`src/four_digit_decimal_calculator_assert.svh`:
```
// ----------------------------------------------------------------------------
// Assertion macros for the four-digit decimal calculator
// Clocked property checks that report through $error.
// ----------------------------------------------------------------------------
`ifndef FOUR_DIGIT_DECIMAL_CALCULATOR_ASSERT_SVH
`define FOUR_DIGIT_DECIMAL_CALCULATOR_ASSERT_SVH

// Check a property on every edge outside reset.
`define FDDC_ASSERT(lbl, prop, msg) \
   lbl: assert property (@(posedge clock) disable iff (reset) (prop)) else $error(msg);

// Check a property on every edge, reset included.
`define FDDC_ASSERT_ALWAYS(lbl, prop, msg) \
   lbl: assert property (@(posedge clock) (prop)) else $error(msg);

`endif

```
`src/fddc_pkg.sv`:
```
// ----------------------------------------------------------------------------
// fddc_pkg
// Shared types and constants of the four-digit decimal calculator.
// ----------------------------------------------------------------------------
`default_nettype none

package fddc_pkg;

   // key opcodes; code seven is unused and ignored
   localparam logic [2:0] OP_DIGIT = 3'd0;
   localparam logic [2:0] OP_CLEAR = 3'd1;
   localparam logic [2:0] OP_STORE = 3'd2;
   localparam logic [2:0] OP_ADD   = 3'd3;
   localparam logic [2:0] OP_SUB   = 3'd4;
   localparam logic [2:0] OP_MUL   = 3'd5;
   localparam logic [2:0] OP_DIV   = 3'd6;

   localparam logic [3:0] MAX_KEY     = 4'd9;
   localparam logic [3:0] BCD_LIMIT   = 4'd5;
   localparam logic [3:0] BCD_ADJUST  = 4'd3;
   localparam int         SHOW_DIGITS = 4;

   typedef struct packed {
      logic [2:0] opcode;
      logic [3:0] key_digit;
   } req_type;

   typedef struct packed {
      logic [3:0] digit_thousands;
      logic [3:0] digit_hundreds;
      logic [3:0] digit_tens;
      logic [3:0] digit_ones;
      logic       negative_flag;
      logic       overflow_flag;
      logic       divide_error;
   } rsp_type;

   // controller to datapath
   typedef struct packed {
      logic load;
      logic eval;
      logic exec;
      logic iter;
      logic conv;
      logic finish;
      logic send;
   } cmd_type;

   // datapath to controller
   typedef struct packed {
      logic iterate;
      logic convert;
   } sts_type;

endpackage

`default_nettype wire

```
`src/four_digit_decimal_calculator.sv`:
```
// States each request passes through, by key:
//   digit, clear, store, ignored keys: evaluate, execute, send.
//   add, subtract, divide by zero: evaluate, execute, convert, finish, send.
//   multiply, divide: evaluate, execute, iterate, convert, finish, send.
// One request at a time; the next is taken once the result is
// registered. Reset is synchronous, active high, and clears all digits, operand, flags.
// ----------------------------------------------------------------------------
// four_digit_decimal_calculator
// Decimal keypad calculator: four entry digits, a stored first operand and
// add, subtract, multiply and divide with sign, overflow and divide flags.
// ----------------------------------------------------------------------------
`default_nettype none

module four_digit_decimal_calculator
   import fddc_pkg::*;
#(
   parameter int DIGITS = 4
) (
   input  wire logic    clock,
   input  wire logic    reset,
   input  wire logic    req_valid,
   output logic         req_ready,
   input  wire req_type req_data,
   output logic         rsp_valid,
   input  wire logic    rsp_ready,
   output rsp_type      rsp_data
);

   // The controller walks each request through:
   //   evaluate - Horner pass over the entry, one digit per cycle, giving
   //              the entry in binary while rotating the digits back home
   //   execute  - apply digit, clear and store; seed add, subtract,
   //              multiply and divide
   //   iterate  - one shift-add or restoring-divide step per cycle
   //   convert  - double dabble, one magnitude bit per cycle, into twice
   //              as many decimal digits as the entry holds
   //   finish   - keep the low digits, flag overflow from the high ones
   //   send     - load the result register once it is free
   cmd_type cmd;
   sts_type sts;

   fddc_ctrl #(
      .DIGITS (DIGITS)
   ) u_ctrl (
      .clock     (clock),
      .reset     (reset),
      .req_valid (req_valid),
      .req_ready (req_ready),
      .rsp_valid (rsp_valid),
      .rsp_ready (rsp_ready),
      .sts       (sts),
      .cmd       (cmd)
   );

   // The result register sits in the datapath, so a finished result can
   // wait for the consumer while the next request is already accepted.
   fddc_dp #(
      .DIGITS (DIGITS)
   ) u_dp (
      .clock    (clock),
      .reset    (reset),
      .req_data (req_data),
      .cmd      (cmd),
      .sts      (sts),
      .rsp_data (rsp_data)
   );

`include "four_digit_decimal_calculator_assert.svh"

   // only one request in flight
   `FDDC_ASSERT(a_single_request, (req_valid && req_ready) |=> !req_ready, "request overlap")
   // never overwrite a result still waiting
   `FDDC_ASSERT(a_no_overwrite, cmd.send |-> (!rsp_valid || rsp_ready), "result overwritten")
   // at most one datapath command per cycle
   `FDDC_ASSERT(a_one_command, $onehot0(cmd), "multiple commands")
   // reset leaves no result pending
   `FDDC_ASSERT_ALWAYS(a_reset_empty, reset |=> !rsp_valid, "result valid after reset")

endmodule

`default_nettype wire

```
`src/fddc_dp.sv`:
```
// ----------------------------------------------------------------------------
// fddc_dp
// Datapath: entry digits, first operand, shift-add multiply, restoring
// divide, double-dabble conversion and the result register.
// ----------------------------------------------------------------------------
`default_nettype none

module fddc_dp
   import fddc_pkg::*;
#(
   parameter int DIGITS = 4
) (
   input  wire logic    clock,
   input  wire logic    reset,
   input  wire req_type req_data,
   input  wire cmd_type cmd,
   output sts_type      sts,
   output rsp_type      rsp_data
);

   localparam int W     = $clog2(10 ** DIGITS);
   localparam int PW    = 2 * W;
   localparam int ND    = 2 * DIGITS;
   localparam int SHOWN = (DIGITS < SHOW_DIGITS) ? DIGITS : SHOW_DIGITS;

   logic [2:0]    op_ff, op_in;
   logic [3:0]    key_ff, key_in;
   logic [3:0]    entry_ff [DIGITS];
   logic [3:0]    entry_in [DIGITS];
   logic [W-1:0]  fop_ff, fop_in;
   logic [W-1:0]  b_ff, b_in;
   logic [W-1:0]  rem_ff, rem_in;
   logic [PW-1:0] mag_ff, mag_in;
   logic [PW-1:0] mcand_ff, mcand_in;
   logic [3:0]    bcd_ff [ND];
   logic [3:0]    bcd_in [ND];
   logic [3:0]    adj [ND];
   logic          neg_ff, neg_in;
   logic          ovf_ff, ovf_in;
   logic          dve_ff, dve_in;
   rsp_type       rsp_ff, rsp_in;

   logic [W-1:0]  b_times_ten;
   logic [W:0]    rem_shift;
   logic [3:0]    disp [SHOW_DIGITS];
   logic          hi_nonzero;

   assign b_times_ten = {b_ff[W-4:0], 3'b000} + {b_ff[W-2:0], 1'b0};
   assign rem_shift   = {rem_ff, mag_ff[W-1]};

   assign sts.iterate = (op_ff == OP_MUL) || ((op_ff == OP_DIV) && (b_ff != '0));
   assign sts.convert = (op_ff == OP_ADD) || (op_ff == OP_SUB) ||
                        (op_ff == OP_MUL) || (op_ff == OP_DIV);

   always_comb begin
      for (int k = 0; k < ND; k++) begin
         adj[k] = (bcd_ff[k] >= BCD_LIMIT) ? bcd_ff[k] + BCD_ADJUST : bcd_ff[k];
      end
      hi_nonzero = 1'b0;
      for (int k = DIGITS; k < ND; k++) begin
         hi_nonzero = hi_nonzero | (bcd_ff[k] != 4'd0);
      end
      for (int j = 0; j < SHOW_DIGITS; j++) begin
         disp[j] = 4'd0;
      end
      for (int j = 0; j < SHOWN; j++) begin
         disp[j] = entry_ff[j];
      end
   end

   always_comb begin
      op_in    = op_ff;
      key_in   = key_ff;
      entry_in = entry_ff;
      fop_in   = fop_ff;
      b_in     = b_ff;
      rem_in   = rem_ff;
      mag_in   = mag_ff;
      mcand_in = mcand_ff;
      bcd_in   = bcd_ff;
      neg_in   = neg_ff;
      ovf_in   = ovf_ff;
      dve_in   = dve_ff;
      rsp_in   = rsp_ff;

      if (cmd.load) begin
         op_in  = req_data.opcode;
         key_in = req_data.key_digit;
         b_in   = '0;
      end

      // Horner step on the top digit; rotating DIGITS times restores the entry
      if (cmd.eval) begin
         b_in = b_times_ten + W'(entry_ff[DIGITS-1]);
         for (int i = 1; i < DIGITS; i++) begin
            entry_in[i] = entry_ff[i-1];
         end
         entry_in[0] = entry_ff[DIGITS-1];
      end

      if (cmd.exec) begin
         for (int k = 0; k < ND; k++) begin
            bcd_in[k] = 4'd0;
         end
         case (op_ff)
            OP_DIGIT: begin
               if (key_ff <= MAX_KEY) begin
                  for (int i = 1; i < DIGITS; i++) begin
                     entry_in[i] = entry_ff[i-1];
                  end
                  entry_in[0] = key_ff;
               end
            end
            OP_CLEAR: begin
               for (int i = 0; i < DIGITS; i++) begin
                  entry_in[i] = 4'd0;
               end
               fop_in = '0;
               neg_in = 1'b0;
               ovf_in = 1'b0;
               dve_in = 1'b0;
            end
            OP_STORE: begin
               for (int i = 0; i < DIGITS; i++) begin
                  entry_in[i] = 4'd0;
               end
               fop_in = b_ff;
               neg_in = 1'b0;
               ovf_in = 1'b0;
               dve_in = 1'b0;
            end
            OP_ADD: begin
               mag_in = PW'({1'b0, fop_ff} + {1'b0, b_ff});
               neg_in = 1'b0;
               ovf_in = 1'b0;
               dve_in = 1'b0;
            end
            OP_SUB: begin
               ovf_in = 1'b0;
               dve_in = 1'b0;
               if (fop_ff < b_ff) begin
                  mag_in = PW'(b_ff - fop_ff);
                  neg_in = 1'b1;
               end else begin
                  mag_in = PW'(fop_ff - b_ff);
                  neg_in = 1'b0;
               end
            end
            OP_MUL: begin
               mag_in   = '0;
               mcand_in = PW'(fop_ff);
               neg_in   = 1'b0;
               ovf_in   = 1'b0;
               dve_in   = 1'b0;
            end
            OP_DIV: begin
               neg_in = 1'b0;
               ovf_in = 1'b0;
               rem_in = '0;
               if (b_ff == '0) begin
                  mag_in = '0;
                  dve_in = 1'b1;
               end else begin
                  mag_in = PW'(fop_ff);
                  dve_in = 1'b0;
               end
            end
            default: ;
         endcase
      end

      if (cmd.iter) begin
         if (op_ff == OP_MUL) begin
            if (b_ff[0]) begin
               mag_in = mag_ff + mcand_ff;
            end
            mcand_in = {mcand_ff[PW-2:0], 1'b0};
            b_in     = {1'b0, b_ff[W-1:1]};
         end else begin
            // restoring divide: quotient bits shift into the low word of mag
            if (rem_shift >= {1'b0, b_ff}) begin
               rem_in = W'(rem_shift - {1'b0, b_ff});
               mag_in = PW'({mag_ff[W-2:0], 1'b1});
            end else begin
               rem_in = W'(rem_shift);
               mag_in = PW'({mag_ff[W-2:0], 1'b0});
            end
         end
      end

      // double dabble: adjust every digit, then shift one bit in
      if (cmd.conv) begin
         bcd_in[0] = {adj[0][2:0], mag_ff[PW-1]};
         for (int k = 1; k < ND; k++) begin
            bcd_in[k] = {adj[k][2:0], adj[k-1][3]};
         end
         mag_in = {mag_ff[PW-2:0], 1'b0};
      end

      if (cmd.finish) begin
         for (int i = 0; i < DIGITS; i++) begin
            entry_in[i] = bcd_ff[i];
         end
         ovf_in = hi_nonzero;
      end

      if (cmd.send) begin
         rsp_in.digit_thousands = disp[3];
         rsp_in.digit_hundreds  = disp[2];
         rsp_in.digit_tens      = disp[1];
         rsp_in.digit_ones      = disp[0];
         rsp_in.negative_flag   = neg_ff;
         rsp_in.overflow_flag   = ovf_ff;
         rsp_in.divide_error    = dve_ff;
      end
   end

   always_ff @(posedge clock) begin
      if (reset) begin
         for (int i = 0; i < DIGITS; i++) begin
            entry_ff[i] <= 4'd0;
         end
         fop_ff <= '0;
         neg_ff <= 1'b0;
         ovf_ff <= 1'b0;
         dve_ff <= 1'b0;
      end else begin
         entry_ff <= entry_in;
         fop_ff   <= fop_in;
         neg_ff   <= neg_in;
         ovf_ff   <= ovf_in;
         dve_ff   <= dve_in;
      end
   end

   always_ff @(posedge clock) begin
      op_ff    <= op_in;
      key_ff   <= key_in;
      b_ff     <= b_in;
      rem_ff   <= rem_in;
      mag_ff   <= mag_in;
      mcand_ff <= mcand_in;
      bcd_ff   <= bcd_in;
      rsp_ff   <= rsp_in;
   end

   assign rsp_data = rsp_ff;

endmodule

`default_nettype wire

```
`src/fddc_ctrl.sv`:
```
// ----------------------------------------------------------------------------
// fddc_ctrl
// Controller: sequences one request through evaluate, execute, iterate,
// convert, finish and send, and owns the result valid flag.
// ----------------------------------------------------------------------------
`default_nettype none

module fddc_ctrl
   import fddc_pkg::*;
#(
   parameter int DIGITS = 4
) (
   input  wire logic    clock,
   input  wire logic    reset,
   input  wire logic    req_valid,
   output logic         req_ready,
   output logic         rsp_valid,
   input  wire logic    rsp_ready,
   input  wire sts_type sts,
   output cmd_type      cmd
);

   localparam int W  = $clog2(10 ** DIGITS);
   localparam int PW = 2 * W;
   localparam int CW = $clog2(PW);

   localparam logic [CW-1:0] LAST_EVAL = CW'(DIGITS - 1);
   localparam logic [CW-1:0] LAST_ITER = CW'(W - 1);
   localparam logic [CW-1:0] LAST_CONV = CW'(PW - 1);

   typedef enum logic [6:0] {
      ST_IDLE   = 7'b0000001,
      ST_EVAL   = 7'b0000010,
      ST_EXEC   = 7'b0000100,
      ST_ITER   = 7'b0001000,
      ST_CONV   = 7'b0010000,
      ST_FINISH = 7'b0100000,
      ST_SEND   = 7'b1000000
   } state_type;

   state_type     state_ff, state_in;
   logic [CW-1:0] cnt_ff, cnt_in;
   logic          rsp_valid_ff, rsp_valid_in;

   always_comb begin
      state_in = state_ff;
      cnt_in   = cnt_ff;
      cmd      = '0;
      case (state_ff)
         ST_IDLE: begin
            if (req_valid) begin
               cmd.load = 1'b1;
               cnt_in   = '0;
               state_in = ST_EVAL;
            end
         end
         ST_EVAL: begin
            cmd.eval = 1'b1;
            if (cnt_ff == LAST_EVAL) begin
               cnt_in   = '0;
               state_in = ST_EXEC;
            end else begin
               cnt_in = cnt_ff + 1'b1;
            end
         end
         ST_EXEC: begin
            cmd.exec = 1'b1;
            cnt_in   = '0;
            if (sts.iterate) begin
               state_in = ST_ITER;
            end else if (sts.convert) begin
               state_in = ST_CONV;
            end else begin
               state_in = ST_SEND;
            end
         end
         ST_ITER: begin
            cmd.iter = 1'b1;
            if (cnt_ff == LAST_ITER) begin
               cnt_in   = '0;
               state_in = ST_CONV;
            end else begin
               cnt_in = cnt_ff + 1'b1;
            end
         end
         ST_CONV: begin
            cmd.conv = 1'b1;
            if (cnt_ff == LAST_CONV) begin
               cnt_in   = '0;
               state_in = ST_FINISH;
            end else begin
               cnt_in = cnt_ff + 1'b1;
            end
         end
         ST_FINISH: begin
            cmd.finish = 1'b1;
            state_in   = ST_SEND;
         end
         ST_SEND: begin
            if (!rsp_valid_ff || rsp_ready) begin
               cmd.send = 1'b1;
               state_in = ST_IDLE;
            end
         end
         default: begin
            state_in = ST_IDLE;
         end
      endcase
   end

   always_comb begin
      if (cmd.send) begin
         rsp_valid_in = 1'b1;
      end else if (rsp_ready) begin
         rsp_valid_in = 1'b0;
      end else begin
         rsp_valid_in = rsp_valid_ff;
      end
   end

   always_ff @(posedge clock) begin
      if (reset) begin
         state_ff     <= ST_IDLE;
         cnt_ff       <= '0;
         rsp_valid_ff <= 1'b0;
      end else begin
         state_ff     <= state_in;
         cnt_ff       <= cnt_in;
         rsp_valid_ff <= rsp_valid_in;
      end
   end

   assign req_ready = (state_ff == ST_IDLE);
   assign rsp_valid = rsp_valid_ff;

endmodule

`default_nettype wire
```
`config.mk`:
```
export PLATFORM = sky130hd
export DESIGN_NAME = four_digit_decimal_calculator
export DESIGN_NICKNAME = d
export VERILOG_FILES = /design/src/fddc_pkg.sv /design/src/four_digit_decimal_calculator.sv /design/src/fddc_dp.sv /design/src/fddc_ctrl.sv
export VERILOG_INCLUDE_DIRS = /design/src /design/src/src
export SDC_FILE = /design/constraint.sdc
export NUM_CORES = 1
export LEC_CHECK = 0
export BUFFER_PORTS_ARGS = -buffer_cell sky130_fd_sc_hd__buf_2
export CAP_MARGIN = 10
export CORE_ASPECT_RATIO = 1.1
export CORE_MARGIN = 5
export CORE_UTILIZATION = 45
export DETAILED_ROUTE_END_ITERATION = 8
export GPL_TIMING_DRIVEN = 0
export PLACE_DENSITY_LB_ADDON = 0.12
export SLEW_MARGIN = 20
export SYNTH_ARGS = -nofsm -noshare
export SYNTH_HDL_FRONTEND = slang
export SYNTH_SLANG_ARGS = --single-unit
```
`constraint.sdc`:
```
create_clock -name clock -period 4.2 [get_ports clock]
set_input_delay 0.63 -clock clock [delete_from_list [all_inputs] [get_ports clock]]
set_output_delay 0.63 -clock clock [all_outputs]
set_load 0.01 [all_outputs]
```
==> results.txt <==
outcome: finished clean
GR Overflow Total: 0
total negative slack: 0 ps
Final Cycle Share: 90.8%
Most used DFF post-synth: dfxtp_1
Routed wire per std cell: 19.1 µm
crit end category: flop
most frequent CP cell: a31oi_4
DP Wirelength: 28,800 µm
ys async rst share: 0%
CP Data Arrival Time: 4180 ps
setup ws final: 388 ps
Antenna Cells: 0
RSZ-0062 raised after global routing: false
fin cells: 1,942
Synth warnings: 0
largest net degree at the start of global routing: 31
Final Hold Fails: 0
reg2reg start: u_dp.b_ff[1]
Post-layout nets: 1,710
syn_area_per_cell: 8.46 µm²
Max-slew headroom: 32.8%
Die Wd: 171 µm
remaining routing DRC violations: 0
Worst R2R Setup Slack: 390 ps
post-synth top area cell: dfxtp_1
vias in the first global route: 10,900
Max Clock Skew: 15.9 ps
Post-Synth Simple-Gate Area: 16.7%
clk_lat worst skew: 450 ps
Critical Path RT: 4570 ps
cts hold-fix bufs: 0
DR iter-0 viols: 897
slowest CP cell: dfxtp_1
post-synth top area share: 20.3%
synth cell count leaders: 171 x a21oi_1, 154 x nor2_1, 136 x nand2_1
xor/xnor cell area share of the yosys netlist: 5.19%
reg2reg path depth: 13
number of top-level pins: 32
first-pass GRT wire length: 59,500 µm
Clock Path Buffers: 2
main combinational cell family by area after synthesis: compound AO/OA/AOI/OAI gates
Setup crit end: u_dp.mag_ff[2]
GRT Total Usage: 23.2%
syn nets: 1,659
Multi-input gate area: 0.00794 mm²
Crit Path Max Fanout: 10
VDD IR-drop max: 0.251 mV
Worst-path clk slew: 90 ps
Top delay family on crit path: compound AO/OA/AOI/OAI gates
critical path type: flop to flop
Final setup viols: 0
DRT antenna net count: 0
DP Cell Count: 1,911
Reg area: 0.00435 mm²
core footprint: 0.0279 mm²
Worst path depth: 13
initial antenna violation count: 0
fraction of layout cells with a size suffix above 1: 6.65%
FILL cells: 2,639
num rows: 64
number of max-cap violations: 0
H-tree levels: 4
TritonCTS Buffers: 17
FF+latch count, synth: 188
mux cell area share after synthesis: 1.91%
EDFF count, synth: 58
PwrDens: 278 mW/mm²
Root Driver: clkbuf_16
GPL Wtd Cong: 0.950
Period minus WS final: 3810 ps
CP Launch Type: flop
CTS tree: done
clock sink count: 188
Layout area overhead: 10.1%
Bufs and invs on worst path: 2
vias: 11,200
R2R Path End: u_dp.mag_ff[2]
worst path cell trace: inv_1 -> ha_1 -> nand2b_1 -> a21oi_2 -> o21ai_2 -> a31oi_4 -> a31oi_4 -> buf_2 -> mux2i_1 -> xnor2_1 -> o21ai_0 -> o211ai_1 -> o221ai_1
Worst Setup SP: u_dp.b_ff[1]
Synth Area in Adders: 13.4%
die height: 187 µm
Yosys cell types: 80
pre-CTS setup slack: 292 ps
synth top area cells: dfxtp_1 20%, edfxtp_1 14%, ha_1 12%
Syn Std Cell Area: 0.0128 mm²
complex-gate fraction of the synthesized area: 24.7%
Hold/Removal Path Class: input port to flop
First-pass DRT Iterations: 5
Seq/Total Area, Yosys: 33.9%
slowest stage delay, CP: 690 ps
DR vias/cell: 5.78
worst slew pin tran: 1010 ps
cell count after synthesis: 1,515
port bufs: 31
drt total wl: 37,100 µm
count leader, synth: a21oi_1
die area: 0.0320 mm²
Leakage Power: 5.60 nW
initial core utilization: 45.8%
highest attainable clock frequency: 0.262 GHz
Final Max Slew Viols: 0
## what timing repair did
item / in CTS / in global routing
setup endpoints to repair: 0 / 7
gates resized for setup: 0 / 1
buffers inserted: 0 / 0
## per-stage QoR
step	utilization [%]	hold WS (ps)	instance area (µm²)	total power (W)
2_1_floorplan	-	408	12800	0.00213
3_3_place_gp	48.0	448	13400	0.00219
3_5_place_dp	48.2	439	13500	0.00219
4_1_cts	50.5	334	14100	0.00394
5_1_grt	50.5	333	14100	0.00405
6_report	50.5	344	14100	0.00392
## how the worst min path moves through the flow
stage / startpoint / endpoint / cells after the start
3_5_place_dp: u_dp.dve_ff / u_dp.rsp_data[0] / 0
3_3_place_gp: u_dp.dve_ff / u_dp.rsp_data[0] / 0
4_1_cts: req_data[4] / u_dp.op_ff[0] / 1
2_1_floorplan: u_dp.ovf_ff / u_dp.rsp_data[1] / 0
5_1_grt: req_data[5] / u_dp.op_ff[1] / 1
6_report: req_data[4] / u_dp.op_ff[0] / 1
## report_power, final
| part | leakage, nW | internal [W] | switching [W] |
|---|---|---|---|
| logic | 3.63 | 0.0000825 | 0.000148 |
| registers | 1.66 | 0.00189 | 0.0000320 |
| clock network | 0.308 | 0.000878 | 0.000881 |
## metal layers
layer	global-route usage (%)	up-vias	share of wire, %
met5	0	-	0
met4	6.46	0	2.4
met3	3.93	40	5.5
met2	37.2	285	46
met1	32.4	5287	46
li1	-	5622	-
## final cells by class
| class | count | share of cell area (%) |
|---|---|---|
| well taps | 363 | 3.22 |
| clock buffers | 17 | 3.02 |
| flip-flops and latches | 188 | 30.8 |
| multi-input cells | 1187 | 56.3 |
| repair buffers | 33 | 1.32 |
| plain buffers | 63 | 1.82 |
| clock inverters | 15 | 1.49 |
| inverters | 76 | 2.02 |
## cells by family (layout without fill, tap and decap cells)
logic type                 count (synthesis)  after routing
adders and majority gates                133            133
muxes                                     24             24
xor gates and xnor gates                  76             76
and+or+nand+nor                          461            461
buffers and inverters                    140            204
AOI/OAI and AO/OA                        493            493
DFF                                      188            188
## registers in the layout, indices dropped and copies added, names as in the netlist
register and count:
u_dp.ovf_ff 1, u_dp.disp 16, u_dp.mag_ff 28, u_dp.key_ff 4, u_dp.rem_ff 14, u_dp.op_ff 3, u_dp.dve_ff 1, u_dp.bcd_ff 32
u_dp.rsp_data 19, u_ctrl.rsp_valid 1, u_ctrl.state_ff 7, u_dp.b_ff 14, u_dp.mcand_ff 28, u_ctrl.cnt_ff 5, u_dp.fop_ff 14, u_dp.neg_ff 1
## placed cells by master, fill, tap and decap left out, drive strengths merged, types with 10 or more instances in the layout
master / n
mux2i: 23
o211ai: 14
inv: 84
and2: 11
nor2: 155
a211oi: 28
dfxtp: 130
o21ai: 105
nor3: 38
buf: 46
a21oi: 173
xor2: 33
clkbuf: 67
nand3: 30
nor2b: 13
a21o: 26
a31oi: 10
o21a: 10
xnor2: 43
nand2: 136
a22o: 21
ha: 126
a221oi: 24
nand2b: 19
o21bai: 10
edfxtp: 58
## worst reg2reg max path, stage by stage (launching register included)
cell	delay (ps)
dfxtp_1	690
inv_1	340
ha_1	420
nand2b_1	120
a21oi_2	70
o21ai_2	180
a31oi_4	150
a31oi_4	380
buf_2	400
mux2i_1	270
xnor2_1	80
o21ai_0	380
o211ai_1	150
o221ai_1	100
Note: power is estimated with default switching activity, not from simulation.
